==> src/hw/rtl/msp_pkg.sv <==
// Shared constants, codes and beat types of the multi-stack shared pool unit.
package msp_pkg;

  localparam int unsigned NUM_STACKS_DEF = 4;
  localparam int unsigned POOL_SIZE_DEF  = 64;
  localparam int unsigned DATA_W         = 32;
  localparam int unsigned SEL_W          = 2;
  localparam int unsigned QUEUE_DEPTH    = 2;

  typedef enum logic {
    OP_PUSH = 1'b0,
    OP_POP  = 1'b1
  } op_e;

  typedef enum logic [1:0] {
    ST_PUSHED = 2'd0,
    ST_FULL   = 2'd1,
    ST_POPPED = 2'd2,
    ST_EMPTY  = 2'd3
  } status_e;

  // Input beat.
  typedef struct packed {
    op_e                       operation;
    logic [SEL_W-1:0]          stack_select;
    logic signed [DATA_W-1:0]  push_value;
  } in_item_t;

  // Result beat.
  typedef struct packed {
    status_e                   status;
    logic signed [DATA_W-1:0]  pop_value;
  } out_item_t;

  // Classified command handed from the front end to the back end.
  typedef struct packed {
    op_e               op;
    logic              sel_ok;
    logic [SEL_W-1:0]  sel;
    logic [DATA_W-1:0] value;
  } cmd_t;

endpackage

==> src/hw/rtl/msp_ram.sv <==
// Generic single-write, single-read RAM with registered read data.
module msp_ram #(
  parameter int unsigned Width = 8,
  parameter int unsigned Depth = 16,
  localparam int unsigned AddrW = (Depth > 1) ? $clog2(Depth) : 1
) (
  input  logic             clk_i,
  input  logic             we_i,
  input  logic [AddrW-1:0] waddr_i,
  input  logic [Width-1:0] wdata_i,
  input  logic             re_i,
  input  logic [AddrW-1:0] raddr_i,
  output logic [Width-1:0] rdata_o
);

  logic [Width-1:0] mem_q [Depth];
  logic [Width-1:0] rdata_q;

  // Write port.
  always_ff @(posedge clk_i) begin
    if (we_i) begin
      mem_q[waddr_i] <= wdata_i;
    end
  end

  // Read port; data holds until the next read.
  always_ff @(posedge clk_i) begin
    if (re_i) begin
      rdata_q <= mem_q[raddr_i];
    end
  end

  assign rdata_o = rdata_q;

endmodule

==> src/hw/rtl/msp_front.sv <==
// Front end: accepts input beats, classifies them and queues the commands.
module msp_front #(
  parameter int unsigned NUM_STACKS = msp_pkg::NUM_STACKS_DEF
) (
  input  logic              clk_i,
  input  logic              rst_ni,
  input  logic              in_valid_i,
  output logic              in_ready_o,
  input  msp_pkg::in_item_t in_item_i,
  output logic              cmd_valid_o,
  input  logic              cmd_ready_i,
  output msp_pkg::cmd_t     cmd_o
);

  localparam int unsigned Qd = msp_pkg::QUEUE_DEPTH;
  localparam int unsigned Pw = (Qd > 1) ? $clog2(Qd) : 1;
  localparam int unsigned Cw = $clog2(Qd + 1);

  msp_pkg::cmd_t  queue_q [Qd];
  msp_pkg::cmd_t  cmd_in;
  logic [Pw-1:0]  wr_ptr_q, wr_ptr_d, rd_ptr_q, rd_ptr_d;
  logic [Cw-1:0]  count_q, count_d;
  logic           push, pop;

  // Classify the beat: a stack number at or beyond the configured count is flagged.
  always_comb begin
    cmd_in.op     = in_item_i.operation;
    cmd_in.sel    = in_item_i.stack_select;
    cmd_in.sel_ok = (32'(in_item_i.stack_select) < NUM_STACKS);
    cmd_in.value  = in_item_i.push_value;
  end

  assign in_ready_o  = (count_q != Cw'(Qd));
  assign cmd_valid_o = (count_q != '0);
  assign cmd_o       = queue_q[rd_ptr_q];
  assign push        = in_valid_i && in_ready_o;
  assign pop         = cmd_valid_o && cmd_ready_i;

  // Pointer and fill count update.
  always_comb begin
    wr_ptr_d = wr_ptr_q;
    rd_ptr_d = rd_ptr_q;
    count_d  = count_q;
    if (push) begin
      wr_ptr_d = (wr_ptr_q == Pw'(Qd - 1)) ? '0 : wr_ptr_q + Pw'(1);
    end
    if (pop) begin
      rd_ptr_d = (rd_ptr_q == Pw'(Qd - 1)) ? '0 : rd_ptr_q + Pw'(1);
    end
    if (push && !pop) begin
      count_d = count_q + Cw'(1);
    end else if (pop && !push) begin
      count_d = count_q - Cw'(1);
    end
  end

  always_ff @(posedge clk_i or negedge rst_ni) begin
    if (!rst_ni) begin
      wr_ptr_q <= '0;
      rd_ptr_q <= '0;
      count_q  <= '0;
    end else begin
      wr_ptr_q <= wr_ptr_d;
      rd_ptr_q <= rd_ptr_d;
      count_q  <= count_d;
    end
  end

  // Queue storage.
  always_ff @(posedge clk_i) begin
    if (push) begin
      queue_q[wr_ptr_q] <= cmd_in;
    end
  end

endmodule

==> src/hw/rtl/msp_back.sv <==
// Back end: carries out push and pop commands on the shared entry pool.
module msp_back #(
  parameter int unsigned NUM_STACKS = msp_pkg::NUM_STACKS_DEF,
  parameter int unsigned POOL_SIZE  = msp_pkg::POOL_SIZE_DEF
) (
  input  logic               clk_i,
  input  logic               rst_ni,
  input  logic               cmd_valid_i,
  output logic               cmd_ready_o,
  input  msp_pkg::cmd_t      cmd_i,
  output logic               out_valid_o,
  input  logic               out_ready_i,
  output msp_pkg::out_item_t out_item_o
);

  localparam int unsigned PtrW   = $clog2(POOL_SIZE + 1);
  localparam int unsigned IdxW   = $clog2(POOL_SIZE);
  localparam int unsigned StkW   = (NUM_STACKS > 1) ? $clog2(NUM_STACKS) : 1;
  localparam int unsigned DataW  = msp_pkg::DATA_W;
  localparam logic [PtrW-1:0] NullPtr = PtrW'(POOL_SIZE);

  localparam logic [1:0] S_IDLE = 2'd0;
  localparam logic [1:0] S_TOP  = 2'd1;
  localparam logic [1:0] S_POP  = 2'd2;

  logic [1:0]            state_q, state_d;
  msp_pkg::op_e          op_q, op_d;
  logic                  sel_ok_q, sel_ok_d;
  logic [StkW-1:0]       stk_q, stk_d;
  logic [DataW-1:0]      value_q, value_d;
  logic [IdxW-1:0]       slot_q, slot_d;
  logic [PtrW-1:0]       free_head_q, free_head_d;
  logic [PtrW-1:0]       hwm_q, hwm_d;
  logic [NUM_STACKS-1:0] top_vld_q, top_vld_d;
  logic                  out_valid_q, out_valid_d;
  msp_pkg::out_item_t    out_item_q, out_item_d;

  logic                  out_free, fresh, push_ok, pop_ok;
  logic [PtrW-1:0]       top_ptr, next_free;

  logic                  link_we, link_re;
  logic [IdxW-1:0]       link_waddr, link_raddr;
  logic [PtrW-1:0]       link_wdata, link_rdata;
  logic                  data_we, data_re;
  logic [DataW-1:0]      data_rdata;
  logic                  top_we, top_re;
  logic [PtrW-1:0]       top_wdata, top_rdata;

  // Entry storage: data words, links, and the per-stack top pointers.
  msp_ram #(.Width(DataW), .Depth(POOL_SIZE)) u_data_ram (
    .clk_i   (clk_i),
    .we_i    (data_we),
    .waddr_i (free_head_q[IdxW-1:0]),
    .wdata_i (value_q),
    .re_i    (data_re),
    .raddr_i (top_ptr[IdxW-1:0]),
    .rdata_o (data_rdata)
  );

  msp_ram #(.Width(PtrW), .Depth(POOL_SIZE)) u_link_ram (
    .clk_i   (clk_i),
    .we_i    (link_we),
    .waddr_i (link_waddr),
    .wdata_i (link_wdata),
    .re_i    (link_re),
    .raddr_i (link_raddr),
    .rdata_o (link_rdata)
  );

  msp_ram #(.Width(PtrW), .Depth(NUM_STACKS)) u_top_ram (
    .clk_i   (clk_i),
    .we_i    (top_we),
    .waddr_i (stk_q),
    .wdata_i (top_wdata),
    .re_i    (top_re),
    .raddr_i (StkW'(cmd_i.sel)),
    .rdata_o (top_rdata)
  );

  // Decode of the fetched pointers. Entries at or above the fill mark were
  // never taken, so their link is still the initial chain to the next entry.
  assign out_free  = !out_valid_q || out_ready_i;
  assign top_ptr   = (sel_ok_q && top_vld_q[stk_q]) ? top_rdata : NullPtr;
  assign fresh     = (free_head_q >= hwm_q);
  assign next_free = fresh ? (free_head_q + PtrW'(1)) : link_rdata;
  assign push_ok   = sel_ok_q && (free_head_q != NullPtr);
  assign pop_ok    = (top_ptr != NullPtr);

  assign cmd_ready_o = (state_q == S_IDLE);

  // Command sequencer.
  always_comb begin
    state_d     = state_q;
    op_d        = op_q;
    sel_ok_d    = sel_ok_q;
    stk_d       = stk_q;
    value_d     = value_q;
    slot_d      = slot_q;
    free_head_d = free_head_q;
    hwm_d       = hwm_q;
    top_vld_d   = top_vld_q;
    out_valid_d = out_valid_q && !out_ready_i;
    out_item_d  = out_item_q;
    link_we     = 1'b0;
    link_waddr  = free_head_q[IdxW-1:0];
    link_wdata  = top_ptr;
    link_re     = 1'b0;
    link_raddr  = free_head_q[IdxW-1:0];
    data_we     = 1'b0;
    data_re     = 1'b0;
    top_we      = 1'b0;
    top_wdata   = free_head_q;
    top_re      = 1'b0;
    unique case (state_q)
      S_IDLE: begin
        if (cmd_valid_i) begin
          op_d     = cmd_i.op;
          sel_ok_d = cmd_i.sel_ok;
          stk_d    = StkW'(cmd_i.sel);
          value_d  = cmd_i.value;
          link_re  = 1'b1;
          top_re   = 1'b1;
          state_d  = S_TOP;
        end
      end
      S_TOP: begin
        if (op_q == msp_pkg::OP_PUSH) begin
          if (out_free) begin
            state_d              = S_IDLE;
            out_valid_d          = 1'b1;
            out_item_d.status    = push_ok ? msp_pkg::ST_PUSHED : msp_pkg::ST_FULL;
            out_item_d.pop_value = '0;
            if (push_ok) begin
              data_we          = 1'b1;
              link_we          = 1'b1;
              top_we           = 1'b1;
              top_vld_d[stk_q] = 1'b1;
              free_head_d      = next_free;
              if (fresh) begin
                hwm_d = free_head_q + PtrW'(1);
              end
            end
          end
        end else if (!pop_ok) begin
          if (out_free) begin
            state_d              = S_IDLE;
            out_valid_d          = 1'b1;
            out_item_d.status    = msp_pkg::ST_EMPTY;
            out_item_d.pop_value = '0;
          end
        end else begin
          link_re    = 1'b1;
          link_raddr = top_ptr[IdxW-1:0];
          data_re    = 1'b1;
          slot_d     = top_ptr[IdxW-1:0];
          state_d    = S_POP;
        end
      end
      S_POP: begin
        if (out_free) begin
          top_we               = 1'b1;
          top_wdata            = link_rdata;
          link_we              = 1'b1;
          link_waddr           = slot_q;
          link_wdata           = free_head_q;
          free_head_d          = PtrW'(slot_q);
          out_valid_d          = 1'b1;
          out_item_d.status    = msp_pkg::ST_POPPED;
          out_item_d.pop_value = data_rdata;
          state_d              = S_IDLE;
        end
      end
      default: begin
        state_d = S_IDLE;
      end
    endcase
  end

  // Control state.
  always_ff @(posedge clk_i or negedge rst_ni) begin
    if (!rst_ni) begin
      state_q     <= S_IDLE;
      free_head_q <= '0;
      hwm_q       <= '0;
      top_vld_q   <= '0;
      out_valid_q <= 1'b0;
    end else begin
      state_q     <= state_d;
      free_head_q <= free_head_d;
      hwm_q       <= hwm_d;
      top_vld_q   <= top_vld_d;
      out_valid_q <= out_valid_d;
    end
  end

  // Working payload and result register.
  always_ff @(posedge clk_i) begin
    op_q       <= op_d;
    sel_ok_q   <= sel_ok_d;
    stk_q      <= stk_d;
    value_q    <= value_d;
    slot_q     <= slot_d;
    out_item_q <= out_item_d;
  end

  assign out_valid_o = out_valid_q;
  assign out_item_o  = out_item_q;

endmodule

==> src/hw/rtl/multi_stack_shared_pool_unit.sv <==
// Top level of the multi-stack shared pool unit: front end, command queue, back end.
//
//   Channel | Direction | Handshake              | Beat
//   in      | input     | in_valid_i / in_ready_o   | msp_pkg::in_item_t
//   out     | output    | out_valid_o / out_ready_i | msp_pkg::out_item_t
//
// In the back end a push passes S_IDLE and S_TOP and a pop S_POP as well; a pop
// reads the top pointer RAM first, then the link and data RAMs at the top entry.
// A push to a missing stack or onto a full pool, or a pop of a missing or empty
// stack, ends after the first read.
// The front queue holds 2 beats, so input is taken while the back end works.
// Reset is immediate: the free list's initial chain comes from a fill mark,
// so no clearing pass runs. The back end holds while the result register waits.
module multi_stack_shared_pool_unit #(
  parameter int unsigned NUM_STACKS = msp_pkg::NUM_STACKS_DEF,
  parameter int unsigned POOL_SIZE  = msp_pkg::POOL_SIZE_DEF
) (
  input  logic               clk_i,
  input  logic               rst_ni,
  input  logic               in_valid_i,
  output logic               in_ready_o,
  input  msp_pkg::in_item_t  in_item_i,
  output logic               out_valid_o,
  input  logic               out_ready_i,
  output msp_pkg::out_item_t out_item_o
);

  logic          cmd_valid;
  logic          cmd_ready;
  msp_pkg::cmd_t cmd;

  // Accept and classify.
  msp_front #(.NUM_STACKS(NUM_STACKS)) u_front (
    .clk_i       (clk_i),
    .rst_ni      (rst_ni),
    .in_valid_i  (in_valid_i),
    .in_ready_o  (in_ready_o),
    .in_item_i   (in_item_i),
    .cmd_valid_o (cmd_valid),
    .cmd_ready_i (cmd_ready),
    .cmd_o       (cmd)
  );

  // Execute against the pool.
  msp_back #(.NUM_STACKS(NUM_STACKS), .POOL_SIZE(POOL_SIZE)) u_back (
    .clk_i       (clk_i),
    .rst_ni      (rst_ni),
    .cmd_valid_i (cmd_valid),
    .cmd_ready_o (cmd_ready),
    .cmd_i       (cmd),
    .out_valid_o (out_valid_o),
    .out_ready_i (out_ready_i),
    .out_item_o  (out_item_o)
  );

endmodule

==> config.mk <==
export PLATFORM = sky130hd
export DESIGN_NAME = multi_stack_shared_pool_unit
export DESIGN_NICKNAME = d
export VERILOG_FILES = /design/src/hw/rtl/msp_pkg.sv /design/src/hw/rtl/msp_ram.sv /design/src/hw/rtl/msp_front.sv /design/src/hw/rtl/msp_back.sv /design/src/hw/rtl/multi_stack_shared_pool_unit.sv
export SDC_FILE = /design/constraint.sdc
export NUM_CORES = 2
export LEC_CHECK = 0
export BUFFER_PORTS_ARGS = -buffer_cell sky130_fd_sc_hd__buf_2
export CAP_MARGIN = 20
export CORE_UTILIZATION = 45
export CTS_BUF_LIST = sky130_fd_sc_hd__clkbuf_4 sky130_fd_sc_hd__clkbuf_8
export DETAILED_ROUTE_END_ITERATION = 16
export GPL_TIMING_DRIVEN = 0
export SLEW_MARGIN = 20
export SYNTH_ARGS = -nofsm -noshare
export SYNTH_HDL_FRONTEND = slang
export SYNTH_SLANG_ARGS = --single-unit
export TNS_END_PERCENT = 10
==> constraint.sdc <==
create_clock -name clk_i -period 13.5 [get_ports clk_i]
set_input_delay 0.675 -clock clk_i [delete_from_list [all_inputs] [get_ports clk_i]]
set_output_delay 0.675 -clock clk_i [all_outputs]
set_load 0.1 [all_outputs]
# == Word level (Yosys, flattened, before mapping) ==
# Memory sizes are Yosys's and may differ from the RTL's. A register that Yosys moved wholly into a read port is not among the register bits.
# Cells that the tools add are included.
# classes
add_sub_neg,5
mul,0
div_mod_pow,0
n_lt_le_gt_ge,3
eq_ne,11
n_shift,0
n_mux,58
n_bitwise,2
reduce_logical,23
# op_table
cell,n
34-bit two-way mux,5
7-bit two-way mux,10
34-bit one-hot mux with 2 select lines,1
6-bit two-way mux,5
1-bit two-way mux,24
7-bit != test (second input constant),2
7-bit one-hot mux with 2 select lines,1
2-bit two-way mux,6
5-bit AND reduction,2
1-bit logical AND,8
2-bit by 1-bit != test with 1-bit output (second input constant),4
4-bit AND reduction,2
7-bit by 1-bit adder with 7-bit output (second input constant),1
7-bit greater-or-equal comparator,1
1-bit one-hot mux with 2 select lines,3
2-bit one-hot mux with 3 select lines,1
2-bit nonzero test,3
1-bit zero test,4
2-bit != test (second input constant),2
4-bit OR,1
2-bit by 3-bit < comparator with 1-bit output (second input constant),1
3-bit != test (second input constant),1
3-bit AND reduction,1
1-bit adder (second input constant),2
other kinds (11),11
# word_totals
ff_bits,101
latch_bits,0
ram_bits,2594
rom_bits,0
output_inout_bits,36
word_cells,121
n_memories,4
# memory_table
name,depth,width,rd,rd_clocked_by_memory_dff,wr,line,rtl
u_back.u_data_ram.mem_q,64,32,1,1,1,msp_ram.sv:16,logic [Width-1:0] mem_q [Depth];
u_back.u_link_ram.mem_q,64,7,1,1,1,msp_ram.sv:16,
u_front.queue_q,2,35,1,0,1,msp_front.sv:19,msp_pkg::cmd_t queue_q [Qd];
u_back.u_top_ram.mem_q,4,7,1,1,1,msp_ram.sv:16,

# == Longest topological paths before layout ==
# logic_depth
word_depth,8
mapped_depth,15

# == Cells and area by module ==
# Synthesis repeated with hierarchy kept, for this count alone.
# unflattened
hier_cells,4673
area_unflattened_um2,105030.7
# by_module_without_submodules
mod,n_inst,cells_each,area_per_inst_um2,seq_area_each_um2
msp_ram at u_back.u_data_ram,1,3324,78835.6,62459.9
msp_ram at u_back.u_link_ram,1,827,17705.7,13663.1
msp_back,1,345,4352.9,2807.7
msp_front,1,129,2881.5,2202.1
msp_ram at u_back.u_top_ram,1,48,1255.0,1051.0

# == Least setup slack after synthesis ==
# Ideal clock, no wire load.
# synth_path
path_type,reg2reg
from,register u_back.stk_q[0]
to,"memory u_back.u_link_ram.mem_q[0][5] (netlist bit), data pin"
setup_ns,0.702
arrival_time_ns,4.512
setup_slack_ns,8.286
path_stages_with_launch,9
n_path_buf,5
synth_period_minus_slack_ns,5.214
path_cell_list,edfxtp_1 -> buf_6 -> mux4_2 -> buf_6 -> clkbuf_1 -> clkbuf_1 -> nand2_1 -> clkbuf_1 -> o21ai_0
# synth_between
elab_chain_cells,6
# synth_lines
item,line,rtl
from (decl),msp_back.sv:29,"logic [StkW-1:0] stk_q, stk_d;"
from (signal assigned),msp_back.sv:200,stk_q <= stk_d;
1-bit binary-select mux with 2-bit select (*),msp_back.sv:83,assign top_ptr = (sel_ok_q && top_vld_q[stk_q]) ? top_rdata : NullPtr;
1-bit two-way mux (implied by the code) (*),msp_back.sv:83,
1-bit logical AND (*),msp_back.sv:83,
7-bit two-way mux (*),msp_back.sv:83,
7-bit two-way mux,msp_back.sv:160,if (out_free) begin
7-bit two-way mux (*),msp_back.sv:114,unique case (state_q)
via u_back.link_wdata[5],msp_back.sv:43,"logic [PtrW-1:0] link_wdata, link_rdata;"
to (decl),msp_ram.sv:16,
# The timed path passes the listed nets; every way through them passes the cells marked *. The select of a mux whose other input is x is not followed.

# == Worst setup path after layout ==
# layout_path
from,"register u_back.u_top_ram.rdata_q[1] (netlist: u_back.u_top_ram.rdata_o[1]), read port of u_back.u_top_ram.mem_q"
to,"register u_back.u_data_ram.rdata_q[19] (netlist: u_back.u_data_ram.rdata_o[19]), read port of u_back.u_data_ram.mem_q, data pin"
# layout_between
elab_chain_cells,5
# layout_lines
item,line,rtl
from (decl),msp_ram.sv:17,logic [Width-1:0] rdata_q;
7-bit two-way mux (*),msp_back.sv:83,
7-bit != test,msp_back.sv:87,assign pop_ok = (top_ptr != NullPtr);
1-bit two-way mux,msp_back.sv:144,end else if (!pop_ok) begin
1-bit two-way mux,msp_back.sv:127,if (op_q == msp_pkg::OP_PUSH) begin
1-bit two-way mux,msp_back.sv:114,
to (decl),msp_ram.sv:17,
# Mark *: on every way between the ends. The rest lies on a longest branch, timed or not.
# A chain may end at the register's enable or synchronous reset.

==> flow_summary.yaml <==
yosys:
  synth.cells.most_frequent: "2715 x sky130_fd_sc_hd__edfxtp_1, 1283 x sky130_fd_sc_hd__nand2_1, 440 x sky130_fd_sc_hd__nand3_1, 415 x sky130_fd_sc_hd__o21ai_0, 411 x sky130_fd_sc_hd__clkbuf_1"
  syn-mean-instance-area_sq_um: 14.18
  post_synth_main_area_contributors: "sky130_fd_sc_hd__edfxtp_1 75%, sky130_fd_sc_hd__nand2_1 4.4%, sky130_fd_sc_hd__nand3_1 2.0%"
  syn_inst: 7679
  synth_flop_cell: "sky130_fd_sc_hd__edfxtp_1"
  synth.most_common_cell: "sky130_fd_sc_hd__edfxtp_1"
  sequential_area_share_after_synthesis_pct: 75.47
  edff_count_synth: 2715
  netlist-cell-type-count: 71
  synthDominantCellAreaShare_pct: 74.90
  postSynthRegisterBits: 2740
  yosys_warnings: 0
  synth_async_sr_flop_share_pct: 0.9124
  netlist_area_sq_um: 108900
  synth.net_count: 7732
  synthDominantAreaCellType: "sky130_fd_sc_hd__edfxtp_1"
floorplanning:
  initial_utilization_pct: 45.25
  die-area_sq_um: 243900
  row_count: 180
  core_area_sq_um: 240500
  die_h_um: 493.8
  ios: 75
  die_width_um: 493.8
place:
  routabilityCongestion: 0.9948
  dp_cells: 11170
  dpl_cell_area_sq_um: 118200
  half_perimeter_wire_length_after_detailed_placement_um: 276900
  port-buffer-count: 74
setup_path:
  timing.critical_path.max_delay_family: "buffers and inverters"
  setup.worst_path.start_class: "flip-flop"
  critical_path_arrival_ns: 7.44
  setup.worst_path.end_class: "flip-flop"
  path_cells: "clkbuf_1, nand2_1, buf_2, buf_2, buf_1, a311oi_1, a2111oi_0, o21ai_0, nor3b_1"
  reg2reg_from: "u_back.u_top_ram.rdata_o[1]$_DFFE_PP_"
  slowest_cell_on_the_critical_path: "sky130_fd_sc_hd__a311oi_1"
  timing.critical_path.buf_inv: 4
  critPathKind: "reg2reg"
  crit_path_start: "u_back.u_top_ram.rdata_o[1]$_DFFE_PP_"
  critical_path_peak_fanout: 10
  cp.required_ns: 14.29
  cpMostUsedCell: "sky130_fd_sc_hd__buf_2"
  max_incr_delay_on_cp_ns: 0.99
layout:
  syn_to_final_growth_pct: 17.06
  layout.cells.non_filler: 12030
  ff_latch_area_sq_um: 82150
  fillers: 20000
  finalInstanceArea_sq_um: 127400
  design.final.nets: 8535
  final_layout_size_suffix_gt1_share_pct: 14.62
  post-route-util_pct: 52.97
  multiInputGateArea_sq_um: 24900
drt:
  wire_per_inst_um: 32.13
  drt_iter0_markers: 11020
  drc: 0
  vias_per_cell: 6.125
  route.vias.total: 73700
  detail_route.first_pass.iterations: 10
  route.final.wire_length_um: 386600
  antenna_left: 0
global_routing:
  first_pass_grt_wire_length_um: 531600
  grt_max_degree: 42
  antenna_found_initial: 36
  grt_usage_pct: 31.23
  first_global_vias: 70000
  grt_overflow_total: 0
timing:
  finalHoldViolCount: 0
  grt_setup_unrepaired: "no"
  setup_tns_ns: 0
  final_max_slew_viol_count: 0
  timing.clock.skew_ns: 0.1310
  timing.final.setup_violations: 0
  finalCriticalPeriod_ns: 6.652
  worstMarginPinSlew_ns: 1.290
  highest_achievable_clock_rate_mhz: 150.3
  maxSlewHeadroom_pct: 12.94
  final_min_period_over_clock_period_pct: 49.28
clock_tree:
  htree_levels: 5
  number_of_buffers_created_by_cts: 458
  cts.sinks: 2740
  post_cts.repair.setup_buffers: 0
  clock_tree.buffer_depth: 4
  worstSkewPairLatency_ns: 1.17
  cts-root-buf: "sky130_fd_sc_hd__clkbuf_8"
  clkSlewWorstSetupHoldPaths_ns: 0.07
  cts_tree: "done"
status:
  outcome: "finished, final reports clean"
hold_path:
  hold_path.class: "in2async"
job:
  drv_cap: 0
==> per-stage QoR <==
step	hold slack (ns)	setup WS, ns
CTS	0.1368	7.256
finish	0.2278	6.848
detailed placement	0.4931	7.208
floorplan	0.3794	8.286
global route	0.2159	7.264
global placement	0.4689	2.706
==> worst reg2reg max path: cells and delay by family (launching register included) <==
kind / cells / cell delay, ns
buffers and inverters: 4 / 2.32
AO/OA/AOI/OAI: 3 / 1.95
AND/OR/NAND/NOR: 2 / 1.67
flip-flops: 1 / 0.39
==> kinds of logic (layout without fill, tap and decap cells) <==
family / after synthesis / in the layout / synth area share (%)
adders and majority gates: 14 / 14 / 0.1609
muxes: 208 / 208 / 2.414
other: 0 / 13 / 0
DFF: 2740 / 2740 / 75.47
AOI/OAI and AO/OA: 1593 / 1593 / 9.624
and+or+nand+nor: 2475 / 2475 / 9.940
xor gates and xnor gates: 10 / 10 / 0.08046
buffers and inverters: 639 / 1795 / 2.307
==> sequential cells by signal, summed over array words and instances (netlist names), 4 cells and up <==
name                       count
u_back.free_head_q             7
u_back.hwm_q                   7
u_back.out_item_o             34
u_back.slot_q                  6
u_back.top_vld_q               4
u_back.u_data_ram.mem_q     2048
u_back.u_data_ram.rdata_o     32
u_back.u_link_ram.mem_q      448
u_back.u_link_ram.rdata_o      7
u_back.u_top_ram.mem_q        28
u_back.u_top_ram.rdata_o       7
u_back.value_q                32
u_front.queue_q               70
==> metal layers <==
layer  vias to the layer above  share of wire [%]  global-route usage, %
li1                      31030                  -                      -
met1                     36860                 37                  40.52
met2                      4834                 45                  47.53
met3                       965                 11                  7.752
met4                        20                6.7                  18.91
met5                         -              0.035                      0
==> cell usage in the layout (no fill, tap or decap), types with 160 or more instances in the layout <==
cell / netlist / layout
sky130_fd_sc_hd__clkbuf_8: 0 / 467
sky130_fd_sc_hd__clkbuf_4: 0 / 160
sky130_fd_sc_hd__a211oi_1: 231 / 231
sky130_fd_sc_hd__nor2_1: 365 / 300
sky130_fd_sc_hd__nand3_1: 440 / 439
sky130_fd_sc_hd__a21oi_1: 290 / 289
sky130_fd_sc_hd__a311oi_1: 195 / 195
sky130_fd_sc_hd__clkbuf_1: 411 / 388
sky130_fd_sc_hd__edfxtp_1: 2715 / 2715
sky130_fd_sc_hd__o21ai_0: 415 / 390
sky130_fd_sc_hd__nor2b_1: 222 / 222
sky130_fd_sc_hd__nand2_1: 1283 / 1282
==> layout make-up <==
| cell class | count | area share, % |
|---|---|---|
| Timing Repair Buffer | 343 | 3.965 |
| Inverter | 105 | 0.3113 |
| Buffer | 534 | 1.687 |
| Multi-Input combinational cell | 4300 | 19.54 |
| Tap cell | 3185 | 3.128 |
| Clock buffer | 627 | 5.987 |
| Clock inverter | 186 | 0.8769 |
| Sequential cell | 2740 | 64.47 |
| Antenna cell | 13 | 0.02553 |
==> what timing repair did <==
action / CTS / global route
resized for setup: 0 / 0
hold buffers: 38 / 0
hold endpoints to repair: 97 / 0
==> worst paths after layout <==
path,endpoint,slack (ns),cells past startpoint
hold / removal,u_back.out_valid_o$_DFF_PN0_,0.23,2
min in group clk_i,u_front.queue_q[0][16]$_DFFE_PP_,0.28,2
setup / recovery,u_back.u_data_ram.rdata_o[19]$_DFFE_PP_,6.85,9
max in group asynchronous,u_front.count_q[0]$_DFFE_PN0P_,12.73,2
setup reg to reg,u_back.u_data_ram.rdata_o[19]$_DFFE_PP_,6.85,9
hold reg to reg,u_back.value_q[27]$_DFFE_PP_,0.47,1
Power is not shown: default switching activity piles up to over one toggle a cycle in this logic, so the estimate is an artifact.
